--- src/rtl/pd_line_follower_drive_top_assert.svh ---
// Assertion macros for the line follower drive block.
// Used by modules that carry i_clk and i_rst_n ports.
`ifndef PD_LINE_FOLLOWER_DRIVE_TOP_ASSERT_SVH
`define PD_LINE_FOLLOWER_DRIVE_TOP_ASSERT_SVH

// Checked property, disabled while reset is asserted.
`define PDLF_ASSERT(label, prop, msg) \
    label: assert property (@(posedge i_clk) disable iff (!i_rst_n) prop) else $error(msg);

// Checked property, also active during reset.
`define PDLF_ASSERT_ALWAYS(label, prop, msg) \
    label: assert property (@(posedge i_clk) prop) else $error(msg);

`endif

--- src/rtl/pdlf_pkg.sv ---
// Shared types and constants of the line follower drive block.
// No dependencies.
`default_nettype none

package pdlf_pkg;

    // configuration port
    localparam int CFG_IDX_W  = 3;
    localparam int CFG_DATA_W = 16;

    localparam logic [CFG_IDX_W-1:0] CFG_WHITE  = 3'd0;
    localparam logic [CFG_IDX_W-1:0] CFG_SPAN   = 3'd1;
    localparam logic [CFG_IDX_W-1:0] CFG_BASE   = 3'd2;
    localparam logic [CFG_IDX_W-1:0] CFG_PGAIN  = 3'd3;
    localparam logic [CFG_IDX_W-1:0] CFG_DGAIN  = 3'd4;
    localparam logic [CFG_IDX_W-1:0] CFG_END    = 3'd5;

    localparam logic [15:0] RST_SPAN   = 16'd18500;
    localparam logic [7:0]  RST_BASE   = 8'd220;
    localparam logic [7:0]  RST_PGAIN  = 8'd50;
    localparam logic [7:0]  RST_DGAIN  = 8'd60;
    localparam logic [3:0]  RST_END    = 4'd3;

    // result kinds
    localparam logic [1:0] KIND_DONE = 2'd0;
    localparam logic [1:0] KIND_SPIN = 2'd1;
    localparam logic [1:0] KIND_PD   = 2'd2;

    // line events
    localparam logic [1:0] EV_NONE   = 2'd0;
    localparam logic [1:0] EV_REGAIN = 2'd1;
    localparam logic [1:0] EV_LOSS   = 2'd2;

    // error divider: 19 quotient bits, one per cycle
    localparam int DIV_STEPS = 19;
    localparam int STEP_W    = 5;

    localparam logic [18:0] ERR_MAG_MAX = 19'h7FFFF;
    localparam logic [7:0]  SPEED_MAX   = 8'd255;

    typedef struct packed {
        logic edge_l;
        logic outer_l;
        logic inner_l;
        logic inner_r;
        logic outer_r;
        logic edge_r;
    } t_flags;

    typedef struct packed {
        logic load;
        logic eval;
        logic div_step;
        logic err_apply;
        logic mul_p;
        logic mul_d;
        logic sum;
        logic out_load;
    } t_dp_cmd;

    typedef struct packed {
        logic pd_path;
        logic div_skip;
    } t_dp_stat;

endpackage

`default_nettype wire

--- src/rtl/pdlf_dpath.sv ---
// Datapath: configuration registers, line/crossing state, error divider,
// PD multiplies and wheel speed shaping. Depends on pdlf_pkg.
`default_nettype none

module pdlf_dpath
    import pdlf_pkg::*;
(
    input  wire logic                  i_clk,
    input  wire logic                  i_rst_n,
    input  wire logic                  i_cfg_we,
    input  wire logic [CFG_IDX_W-1:0]  i_cfg_index,
    input  wire logic [CFG_DATA_W-1:0] i_cfg_data,
    input  wire logic [15:0]           i_outer_left_level,
    input  wire logic [15:0]           i_inner_left_level,
    input  wire logic [15:0]           i_inner_right_level,
    input  wire logic [15:0]           i_outer_right_level,
    input  wire t_flags                i_flags,
    input  wire t_dp_cmd               i_cmd,
    output t_dp_stat                   o_stat,
    output logic [7:0]                 o_left_speed,
    output logic [7:0]                 o_right_speed,
    output logic                       o_search_turn,
    output logic                       o_crossing,
    output logic [3:0]                 o_line_count,
    output logic                       o_course_done,
    output logic [1:0]                 o_line_event
);

    // configuration (white level cancels in the error and is not stored)
    logic [15:0] r_span;
    logic [7:0]  r_base, r_pgain, r_dgain;
    logic [3:0]  r_end_cnt;

    // control state
    logic        r_finished, r_searching, r_off_line, r_armed, r_turn_right;
    logic [3:0]  r_count;
    logic signed [3:0] r_prev;

    // per item
    t_flags             r_flags;
    logic signed [20:0] r_num;
    logic [1:0]         r_kind, r_ev;
    logic               r_cross, r_neg, r_sat, r_zero;
    logic [18:0]        r_rem, r_quo, r_dvd_lo, r_dsr;
    logic signed [19:0] r_err;
    logic signed [20:0] r_diff;
    logic signed [28:0] r_prod_p;
    logic signed [29:0] r_prod_d;
    logic signed [13:0] r_corr;

    // ---------------- configuration ----------------
    always_ff @(posedge i_clk) begin
        if (!i_rst_n) begin
            r_span    <= RST_SPAN;
            r_base    <= RST_BASE;
            r_pgain   <= RST_PGAIN;
            r_dgain   <= RST_DGAIN;
            r_end_cnt <= RST_END;
        end else if (i_cfg_we) begin
            case (i_cfg_index)
                CFG_WHITE: ;
                CFG_SPAN:  r_span    <= i_cfg_data;
                CFG_BASE:  r_base    <= i_cfg_data[7:0];
                CFG_PGAIN: r_pgain   <= i_cfg_data[7:0];
                CFG_DGAIN: r_dgain   <= i_cfg_data[7:0];
                CFG_END:   r_end_cnt <= i_cfg_data[3:0];
                default: ;
            endcase
        end
    end

    // ---------------- numerator 9*(ol-or) + 5*(il-ir) ----------------
    logic signed [16:0] d_outer, d_inner;
    logic signed [20:0] n_num;

    assign d_outer = $signed({1'b0, i_outer_left_level}) - $signed({1'b0, i_outer_right_level});
    assign d_inner = $signed({1'b0, i_inner_left_level}) - $signed({1'b0, i_inner_right_level});
    assign n_num = $signed({d_outer[16], d_outer, 3'b000}) + $signed({{4{d_outer[16]}}, d_outer})
                 + $signed({{2{d_inner[16]}}, d_inner, 2'b00})
                 + $signed({{4{d_inner[16]}}, d_inner});

    // ---------------- evaluation of events and crossings ----------------
    logic       any_inner;
    logic       off_n, armed_n, cross_n, fin_n;
    logic [1:0] ev_n;
    logic [3:0] count_n;

    assign any_inner = r_flags.outer_l | r_flags.inner_l | r_flags.inner_r | r_flags.outer_r;

    always_comb begin
        off_n   = r_off_line;
        ev_n    = EV_NONE;
        if (r_off_line && r_flags.inner_l && r_flags.inner_r) begin
            off_n = 1'b0;
            ev_n  = EV_REGAIN;
        end else if (!r_off_line && !r_flags.inner_l && !r_flags.inner_r) begin
            off_n = 1'b1;
            ev_n  = EV_LOSS;
        end
        armed_n = r_armed | (!r_flags.edge_l & !r_flags.edge_r);
        count_n = r_count;
        cross_n = 1'b0;
        if (armed_n && r_flags.edge_l && r_flags.edge_r) begin
            if (r_count != 4'hF) begin
                count_n = r_count + 4'd1;
            end
            armed_n = 1'b0;
            cross_n = 1'b1;
        end
        fin_n = (count_n >= r_end_cnt);
    end

    // magnitude, divisor 5*span and saturation test (|N| >= 8*D)
    logic [20:0] num_abs;
    logic [19:0] mag;
    logic [18:0] dsr;
    logic        sat, zero;

    assign num_abs = r_num[20] ? (~r_num + 21'd1) : r_num;
    assign mag     = num_abs[19:0];
    assign dsr     = {1'b0, r_span, 2'b00} + {3'b000, r_span};
    assign sat     = {2'b00, mag} >= {dsr, 3'b000};
    assign zero    = (r_num == 21'sd0);

    assign o_stat.pd_path  = !r_finished && !r_searching && !fin_n;
    assign o_stat.div_skip = sat || zero;

    // ---------------- divider step ----------------
    logic [19:0] div_t, div_d;
    logic        div_ge;

    assign div_t  = {r_rem, r_dvd_lo[18]};
    assign div_ge = div_t >= {1'b0, r_dsr};
    assign div_d  = div_t - {1'b0, r_dsr};

    // ---------------- error, PD terms ----------------
    logic [18:0]        err_mag;
    logic [20:0]        err_bias;
    logic signed [3:0]  prev_n;
    logic signed [30:0] pd_sum, pd_bias;

    assign err_mag  = r_zero ? 19'd0 : (r_sat ? ERR_MAG_MAX : r_quo);
    assign err_bias = {r_err[19], r_err} + (r_err[19] ? 21'd65535 : 21'd0);
    assign prev_n   = err_bias[19:16];
    assign pd_sum   = {{2{r_prod_p[28]}}, r_prod_p} + {r_prod_d[29], r_prod_d};
    assign pd_bias  = pd_sum + (pd_sum[30] ? 31'sd65535 : 31'sd0);

    // ---------------- wheel speeds ----------------
    logic signed [16:0] corr_x, base_x, left0, right0, lf, rf, adj;
    logic [7:0]         spd_l, spd_r;

    assign corr_x = {{3{r_corr[13]}}, r_corr};
    assign base_x = {9'b0, r_base};
    assign left0  = base_x - corr_x;
    assign right0 = base_x + corr_x;
    assign lf     = left0[16]  ? 17'sd0 : left0;
    assign rf     = right0[16] ? 17'sd0 : right0;

    always_comb begin
        spd_l = lf[7:0];
        spd_r = rf[7:0];
        adj   = 17'sd0;
        if (lf > 17'sd255) begin
            // spill twice the left overflow onto the right wheel
            adj   = rf - ((lf - 17'sd255) <<< 1);
            spd_l = SPEED_MAX;
            spd_r = adj[16] ? 8'd0 : adj[7:0];
        end else if (rf > 17'sd255) begin
            adj   = lf - ((rf - 17'sd255) <<< 1);
            spd_r = SPEED_MAX;
            spd_l = adj[16] ? 8'd0 : adj[7:0];
        end
    end

    logic spin;
    assign spin = (r_kind == KIND_SPIN) || ((r_kind == KIND_PD) && !any_inner);

    // ---------------- control state ----------------
    always_ff @(posedge i_clk) begin
        if (!i_rst_n) begin
            r_finished   <= 1'b0;
            r_searching  <= 1'b0;
            r_off_line   <= 1'b0;
            r_armed      <= 1'b1;
            r_turn_right <= 1'b0;
            r_count      <= 4'd0;
            r_prev       <= 4'sd0;
        end else begin
            if (i_cmd.eval && !r_finished) begin
                if (r_searching) begin
                    if (any_inner) begin
                        r_searching <= 1'b0;
                    end
                end else begin
                    r_off_line <= off_n;
                    r_armed    <= armed_n;
                    r_count    <= count_n;
                    r_finished <= fin_n;
                end
            end
            if (i_cmd.mul_d) begin
                r_prev       <= prev_n;
                r_turn_right <= r_err[19] || (r_err == 20'sd0);
            end
            if (i_cmd.out_load && (r_kind == KIND_PD) && !any_inner) begin
                r_searching <= 1'b1;
            end
        end
    end

    // ---------------- payload registers ----------------
    always_ff @(posedge i_clk) begin
        if (i_cmd.load) begin
            r_flags <= i_flags;
            r_num   <= n_num;
        end
        if (i_cmd.eval) begin
            r_neg    <= r_num[20];
            r_sat    <= sat;
            r_zero   <= zero;
            r_dsr    <= dsr;
            r_rem    <= {2'b00, mag[19:3]};
            r_dvd_lo <= {mag[2:0], 16'b0};
            r_quo    <= 19'd0;
            if (r_finished) begin
                r_kind  <= KIND_DONE;
                r_ev    <= EV_NONE;
                r_cross <= 1'b0;
            end else if (r_searching) begin
                r_kind  <= KIND_SPIN;
                r_ev    <= EV_NONE;
                r_cross <= 1'b0;
            end else begin
                r_kind  <= fin_n ? KIND_DONE : KIND_PD;
                r_ev    <= ev_n;
                r_cross <= cross_n;
            end
        end
        if (i_cmd.div_step) begin
            r_rem    <= div_ge ? div_d[18:0] : div_t[18:0];
            r_quo    <= {r_quo[17:0], div_ge};
            r_dvd_lo <= {r_dvd_lo[17:0], 1'b0};
        end
        if (i_cmd.err_apply) begin
            r_err <= r_neg ? -$signed({1'b0, err_mag}) : $signed({1'b0, err_mag});
        end
        if (i_cmd.mul_p) begin
            r_prod_p <= $signed({1'b0, r_pgain}) * r_err;
            r_diff   <= $signed({r_err[19], r_err}) - $signed({r_prev[3], r_prev, 16'b0});
        end
        if (i_cmd.mul_d) begin
            r_prod_d <= $signed({1'b0, r_dgain}) * r_diff;
        end
        if (i_cmd.sum) begin
            r_corr <= pd_bias[29:16];
        end
        if (i_cmd.out_load) begin
            if (r_kind == KIND_DONE) begin
                o_left_speed  <= 8'd0;
                o_right_speed <= 8'd0;
            end else if (spin) begin
                o_left_speed  <= r_turn_right ? SPEED_MAX : 8'd0;
                o_right_speed <= r_turn_right ? 8'd0 : SPEED_MAX;
            end else begin
                o_left_speed  <= spd_l;
                o_right_speed <= spd_r;
            end
            o_search_turn <= spin;
            o_crossing    <= r_cross;
            o_line_count  <= r_count;
            o_course_done <= (r_kind == KIND_DONE);
            o_line_event  <= r_ev;
        end
    end

endmodule

`default_nettype wire

--- src/rtl/pdlf_ctrl.sv ---
// Controller: sequences one item through evaluation, division, PD and output.
// Depends on pdlf_pkg and pd_line_follower_drive_top_assert.svh.
`default_nettype none

`include "pd_line_follower_drive_top_assert.svh"

module pdlf_ctrl
    import pdlf_pkg::*;
(
    input  wire logic     i_clk,
    input  wire logic     i_rst_n,
    input  wire logic     i_in_valid,
    output logic          o_in_stall,
    input  wire logic     i_out_stall,
    output logic          o_out_valid,
    input  wire t_dp_stat i_stat,
    output t_dp_cmd       o_cmd
);

    localparam logic [2:0] S_IDLE = 3'd0;
    localparam logic [2:0] S_EVAL = 3'd1;
    localparam logic [2:0] S_DIV  = 3'd2;
    localparam logic [2:0] S_ERR  = 3'd3;
    localparam logic [2:0] S_MULP = 3'd4;
    localparam logic [2:0] S_MULD = 3'd5;
    localparam logic [2:0] S_SUM  = 3'd6;
    localparam logic [2:0] S_OUT  = 3'd7;

    logic [2:0]        r_state, n_state;
    logic [STEP_W-1:0] r_step, n_step;
    logic              r_out_valid, n_out_valid;

    always_comb begin
        n_state = r_state;
        n_step  = r_step;
        o_cmd   = '0;
        case (r_state)
            S_IDLE: begin
                if (i_in_valid) begin
                    o_cmd.load = 1'b1;
                    n_state    = S_EVAL;
                end
            end
            S_EVAL: begin
                o_cmd.eval = 1'b1;
                n_step     = '0;
                if (!i_stat.pd_path) begin
                    n_state = S_OUT;
                end else if (i_stat.div_skip) begin
                    n_state = S_ERR;
                end else begin
                    n_state = S_DIV;
                end
            end
            S_DIV: begin
                o_cmd.div_step = 1'b1;
                if (r_step == STEP_W'(DIV_STEPS - 1)) begin
                    n_state = S_ERR;
                end else begin
                    n_step = r_step + STEP_W'(1);
                end
            end
            S_ERR: begin
                o_cmd.err_apply = 1'b1;
                n_state         = S_MULP;
            end
            S_MULP: begin
                o_cmd.mul_p = 1'b1;
                n_state     = S_MULD;
            end
            S_MULD: begin
                o_cmd.mul_d = 1'b1;
                n_state     = S_SUM;
            end
            S_SUM: begin
                o_cmd.sum = 1'b1;
                n_state   = S_OUT;
            end
            S_OUT: begin
                if (!r_out_valid || !i_out_stall) begin
                    o_cmd.out_load = 1'b1;
                    n_state        = S_IDLE;
                end
            end
            default: begin
                n_state = S_IDLE;
            end
        endcase
    end

    always_comb begin
        if (o_cmd.out_load) begin
            n_out_valid = 1'b1;
        end else if (!i_out_stall) begin
            n_out_valid = 1'b0;
        end else begin
            n_out_valid = r_out_valid;
        end
    end

    always_ff @(posedge i_clk) begin
        if (!i_rst_n) begin
            r_state     <= S_IDLE;
            r_step      <= '0;
            r_out_valid <= 1'b0;
        end else begin
            r_state     <= n_state;
            r_step      <= n_step;
            r_out_valid <= n_out_valid;
        end
    end

    assign o_in_stall  = (r_state != S_IDLE);
    assign o_out_valid = r_out_valid;

    `PDLF_ASSERT(a_load_slot_free, o_cmd.out_load |-> (!r_out_valid || !i_out_stall), "result overwritten while stalled")
    `PDLF_ASSERT(a_accept_to_eval, (r_state == S_IDLE && i_in_valid) |=> (r_state == S_EVAL), "accepted item not evaluated")
    `PDLF_ASSERT(a_div_len, (r_state == S_DIV && r_step == STEP_W'(DIV_STEPS - 1)) |=> (r_state == S_ERR), "divider step count off")
    `PDLF_ASSERT(a_valid_from_load, $rose(r_out_valid) |-> $past(o_cmd.out_load), "result valid without a load")

endmodule

`default_nettype wire

--- src/rtl/pd_line_follower_drive_top.sv ---
// Flow: an accepted sample goes through EVAL, the restoring divider (DIV), ERR,
// the two multiplies (MULP, MULD), SUM and OUT; DIV is skipped on a saturated
// or zero error, and a done course or a spin during the line search goes from EVAL to OUT.
// Items are handled one at a time and taken only in IDLE; an item is taken
// while the previous result waits in the output register; OUT waits until taken.
// Reset: synchronous, active low; restores configuration and control-state defaults, no clear pass.
`default_nettype none

module pd_line_follower_drive_top
    import pdlf_pkg::*;
(
    input  wire logic                  i_clk,
    input  wire logic                  i_rst_n,
    // configuration write port
    input  wire logic                  i_cfg_we,
    input  wire logic [CFG_IDX_W-1:0]  i_cfg_index,
    input  wire logic [CFG_DATA_W-1:0] i_cfg_data,
    // sample channel
    input  wire logic                  i_in_valid,
    output logic                       o_in_stall,
    input  wire logic [15:0]           i_outer_left_level,
    input  wire logic [15:0]           i_inner_left_level,
    input  wire logic [15:0]           i_inner_right_level,
    input  wire logic [15:0]           i_outer_right_level,
    input  wire logic                  i_edge_left_on,
    input  wire logic                  i_outer_left_on,
    input  wire logic                  i_inner_left_on,
    input  wire logic                  i_inner_right_on,
    input  wire logic                  i_outer_right_on,
    input  wire logic                  i_edge_right_on,
    // drive result channel
    output logic                       o_out_valid,
    input  wire logic                  i_out_stall,
    output logic [7:0]                 o_left_speed,
    output logic [7:0]                 o_right_speed,
    output logic                       o_search_turn,
    output logic                       o_crossing,
    output logic [3:0]                 o_line_count,
    output logic                       o_course_done,
    output logic [1:0]                 o_line_event
);

    // Flow of one item:
    //   IDLE  latch the sample and form N = 9*(ol-or) + 5*(il-ir)
    //   EVAL  line events, crossing count, course end; decide the path
    //   DIV   |N|*2^16 / (5*span), one quotient bit per cycle
    //         (skipped when the result saturates or N is zero)
    //   ERR   apply sign and saturation -> Q4.16 error
    //   MULP  prop_gain * e
    //   MULD  deriv_gain * (e - prev*2^16); prev and turn side updated
    //   SUM   correction, truncated toward zero
    //   OUT   wheel speeds with overflow spill, or spin / stop result

    t_flags   flags;
    t_dp_cmd  cmd;
    t_dp_stat stat;

    assign flags.edge_l  = i_edge_left_on;
    assign flags.outer_l = i_outer_left_on;
    assign flags.inner_l = i_inner_left_on;
    assign flags.inner_r = i_inner_right_on;
    assign flags.outer_r = i_outer_right_on;
    assign flags.edge_r  = i_edge_right_on;

    pdlf_ctrl u_ctrl (
        .i_clk       (i_clk),
        .i_rst_n     (i_rst_n),
        .i_in_valid  (i_in_valid),
        .o_in_stall  (o_in_stall),
        .i_out_stall (i_out_stall),
        .o_out_valid (o_out_valid),
        .i_stat      (stat),
        .o_cmd       (cmd)
    );

    pdlf_dpath u_dpath (
        .i_clk               (i_clk),
        .i_rst_n             (i_rst_n),
        .i_cfg_we            (i_cfg_we),
        .i_cfg_index         (i_cfg_index),
        .i_cfg_data          (i_cfg_data),
        .i_outer_left_level  (i_outer_left_level),
        .i_inner_left_level  (i_inner_left_level),
        .i_inner_right_level (i_inner_right_level),
        .i_outer_right_level (i_outer_right_level),
        .i_flags             (flags),
        .i_cmd               (cmd),
        .o_stat              (stat),
        .o_left_speed        (o_left_speed),
        .o_right_speed       (o_right_speed),
        .o_search_turn       (o_search_turn),
        .o_crossing          (o_crossing),
        .o_line_count        (o_line_count),
        .o_course_done       (o_course_done),
        .o_line_event        (o_line_event)
    );

endmodule

`default_nettype wire

--- config.mk ---
export PLATFORM = sky130hd
export DESIGN_NAME = pd_line_follower_drive_top
export DESIGN_NICKNAME = d
export VERILOG_FILES = /design/src/rtl/pdlf_pkg.sv /design/src/rtl/pdlf_dpath.sv /design/src/rtl/pdlf_ctrl.sv /design/src/rtl/pd_line_follower_drive_top.sv
export VERILOG_INCLUDE_DIRS = /design/src /design/src/rtl
export SDC_FILE = /design/constraint.sdc
export NUM_CORES = 2
export LEC_CHECK = 0
export CAP_MARGIN = 20
export CORE_UTILIZATION = 30
export CTS_CLUSTER_SIZE = 24
export DETAILED_ROUTE_END_ITERATION = 8
export DONT_BUFFER_PORTS = 1
export REMOVE_ABC_BUFFERS = 1
export SYNTH_ARGS = -nofsm -noshare
export SYNTH_HDL_FRONTEND = slang
export SYNTH_HIERARCHICAL = 1
export SYNTH_SLANG_ARGS = --single-unit
--- constraint.sdc ---
create_clock -name i_clk -period 5.9 [get_ports i_clk]
set_clock_uncertainty 0.05 [all_clocks]
set_input_delay 0.59 -clock i_clk [delete_from_list [all_inputs] [get_ports i_clk]]
set_output_delay 0.59 -clock i_clk [all_outputs]
set_load 0.02 [all_outputs]
==> flow_metrics.tcl <==
set metrics [dict create \
    numPortBuffers 0 \
    grt_pass1_wl_um 125100 \
    synth_top_flop_cell "edfxtp_1" \
    die_w_um 337.2 \
    avgViaCountPerCell 4.769 \
    period_minus_slack_ps 5630 \
    antenna_found_initial 2 \
    area_growth_pct 9.174 \
    setup_viol 0 \
    utilization_pct 33.17 \
    finalSetupTns_ps 0 \
    holdWs_ps 58.78 \
    clkLatencyLatePin_ps 560 \
    ios 121 \
    power_leakage_nw 16.36 \
    ys_ff_latch 300 \
    nNetsFinal 4420 \
    overflow 0 \
    gp_congestion 0.8580 \
    cts_tree "done" \
    cts_buffers 37 \
    dr.pass1.iters 5 \
    fmax_ghz 0.1776 \
    htree_levels 2 \
    drc 0 \
    cts_sinks 300 \
    die_area_um2 113700 \
    worstSetupPathType "reg2reg" \
    max_slew_margin_pct 30.31 \
    worstSetupEndpointType "flop" \
    synthesis.area_um2 33720 \
    clock_path_buffers 3 \
    ir_drop_v 0.0002445 \
    required_ps 6160 \
    async_flop_share_pct 0 \
    outcome "finished, final reports clean" \
    synth_edf_count 234 \
    pwr_density_cell_nw_per_um2 421.5 \
    finalHoldViolCount 0 \
    drv_cap 0 \
    drt-total-wl_um 75910 \
    holdBufCountCts 0 \
    synth.avg_cell_area_um2 9.159 \
    core_um2 111000 \
    start_kind "flop" \
    die-height_um 337.2 \
    worstMarginPinSlew_ps 1045 \
    cp_max_fo 22 \
    yosysWarningCount 6 \
    hp-class "in2reg" \
    vias 24786 \
    cts_root_buffer "clkbuf_16" \
    grt_util_all_layers_pct 13.43 \
    nFillCells 11418 \
    path_clk_slew_ps 60 \
    multi_input_area_um2 23010 \
    slowest_delay_ps 720 \
    rsz0062_at_grt "no" \
    seq_area_um2 8356 \
    total_power_mw 15.52 \
    yosys.cell_types.count 104 \
    antenna_left 0 \
    cp_common_cell "fa_1" \
    crit_chain "nand2_1, fa_1, fa_1, inv_1, fa_1, fa_1, ha_1, o21a_1, o21ai_0, a32oi_1, a211o_1, a41oi_1, o211ai_1, a41oi_1, o21bai_1, a21oi_1, xnor2_1" \
    slew_violations 0 \
    post-route-period-util_pct 95.43 \
    drive_gt1_share_pct 5.097 \
    grt_max_degree 61 \
    reg2reg_slack_ps 270 \
    fp-row-count 122 \
    slowest_stage "dfxtp_1" \
    crit_arrival_ps 5890 \
    drt_iter0_markers 1158 \
    initial_utilization_pct 30.38 \
    dp_hpwl_um 62340 \
    syn_inst 3681 \
    seq_area_frac_synth_pct 24.76 \
    wire_per_inst_um 14.61 \
    grt_pass1_vias 24818 \
]
worst max-delay path, delay by kind of cell (launching register included):
kind / cells / cell delay (ps)
adders and majority gates: 5 / 2360
DFF: 1 / 720
buffers and inverters: 1 / 50
xor gates and xnor gates: 1 / 80
and+or+nand+nor: 1 / 180
AOI/OAI and AO/OA: 9 / 1920
layer usage:
layer | part of all wire (%) | GRT usage (%)
met2 | 46 | 22.40
met1 | 49 | 18.33
met3 | 3.0 | 1.336
met4 | 2.4 | 3.859
met5 | 0 | 0
final cells by class:
class                           count  area share (%)
Antenna cell                        1        0.006798
Sequential cell                   300           22.70
Multi-Input combinational cell   2756           62.52
Tap cell                         1488           5.058
Timing Repair Buffer               57           1.183
Clock inverter                     15          0.3433
Clock buffer                       52           2.808
Inverter                          528           5.384
through the flow:
step,cell area [µm²],cells,worst slack (ps)
3_5_place_dp,35590,5123,154.5
2_1_floorplan,33320,3584,554.3
4_1_cts,36750,5190,151.4
3_3_place_gp,35590,5123,205.2
5_1_grt,36810,5197,9.633
6_report,36810,5197,269.6
layout by cell type (no fill, tap or decap), types with 62 or more instances in the layout:
master / instances
fa_1: 300
nand2_1: 332
ha_1: 346
a21oi_1: 198
edfxtp_1: 234
xor2_1: 62
xnor2_1: 160
o21ai_0: 105
inv_1: 526
a21o_1: 67
nand3_1: 77
and2_1: 249
nor3_1: 75
nor2_1: 231
where the power goes:
part | leakage (nW) | switching, mW | internal, mW
registers | 2.69 | 0.379 | 3.31
logic | 13.1 | 5.44 | 4.17
clock network | 0.563 | 0.912 | 1.31
registers in the layout, summed over array words and instances (netlist names), 6 cells and up:
name                   cells
u_dpath/r_quo             19
u_dpath/r_span            16
u_dpath/r_rem             19
u_dpath/r_pgain            8
u_dpath/o_right_speed      8
u_dpath/r_num             21
u_dpath/r_base             8
u_dpath/o_left_speed       8
u_dpath/r_err             20
u_dpath/r_prod_p          29
u_dpath/r_diff            21
u_dpath/r_flags            6
u_dpath/r_dsr             19
u_dpath/r_corr            14
u_dpath/r_prod_d          30
u_dpath/r_dgain            8
final timing paths:
path / from / end / cells past startpoint
max: u_dpath/r_dgain[5]$_SDFFE_PN1P_ / u_dpath/r_prod_d[27]$_DFFE_PP_ / 17
min: i_rst_n / u_dpath/r_armed$_SDFFE_PN1P_ / 1
max reg2reg: u_dpath/r_dgain[5]$_SDFFE_PN1P_ / u_dpath/r_prod_d[27]$_DFFE_PP_ / 17
min reg2reg: u_dpath/r_ev[1]$_SDFFCE_PP0P_ / u_dpath/o_line_event[1]$_DFFE_PP_ / 0
logic make-up (layout without fill, tap and decap cells):
| kind of cell | after synthesis | count (layout) | share of synthesized area, % |
|---|---|---|---|
| adder cells (fa/ha/maj) | 646 | 646 | 30.65 |
| other | 0 | 1 | 0 |
| AO/OA/AOI/OAI | 655 | 655 | 12.95 |
| buffers and inverters | 625 | 652 | 7.055 |
| multiplexers | 17 | 17 | 0.5270 |
| XOR/XNOR | 223 | 223 | 5.834 |
| AND/OR/NAND/NOR | 1215 | 1215 | 18.22 |
| flip-flops | 300 | 300 | 24.76 |
synth_stat cells, types with 9 or more instances:
master | number | area, µm²
nor3_1 | 75 | 375.4
nand2b_1 | 35 | 219.0
o21ai_1 | 11 | 55.05
dfxtp_1 | 66 | 1321
mux2i_1 | 11 | 110.1
clkbuf_1 | 86 | 322.8
a31oi_1 | 15 | 93.84
o21ai_0 | 105 | 525.5
o211ai_1 | 18 | 135.1
fa_1 | 300 | 6006
nand4_1 | 23 | 143.9
o21bai_1 | 22 | 165.2
and2_1 | 251 | 1570
nor4_1 | 25 | 156.4
a21oi_1 | 199 | 996.0
ha_1 | 346 | 4329
nand2_1 | 332 | 1246
nor2b_1 | 45 | 281.5
nand3_1 | 77 | 385.4
or3_1 | 26 | 162.7
a21boi_0 | 22 | 165.2
o31ai_1 | 15 | 112.6
nor2_1 | 232 | 870.8
nor3b_1 | 9 | 67.56
xor2_1 | 62 | 543.0
or2_2 | 13 | 81.33
inv_1 | 526 | 1974
o21a_1 | 41 | 307.8
a21o_1 | 67 | 503.0
edfxtp_1 | 234 | 7027
and3_1 | 26 | 162.7
a211oi_1 | 25 | 187.7
xnor2_1 | 160 | 1401
a221o_1 | 11 | 110.1
repair_timing:
item / CTS / global route
setup buffers: 0 / 5
endpoints found under the setup margin: 0 / 2
resized for setup: 0 / 6
Power figures use the tool's default switching activity.
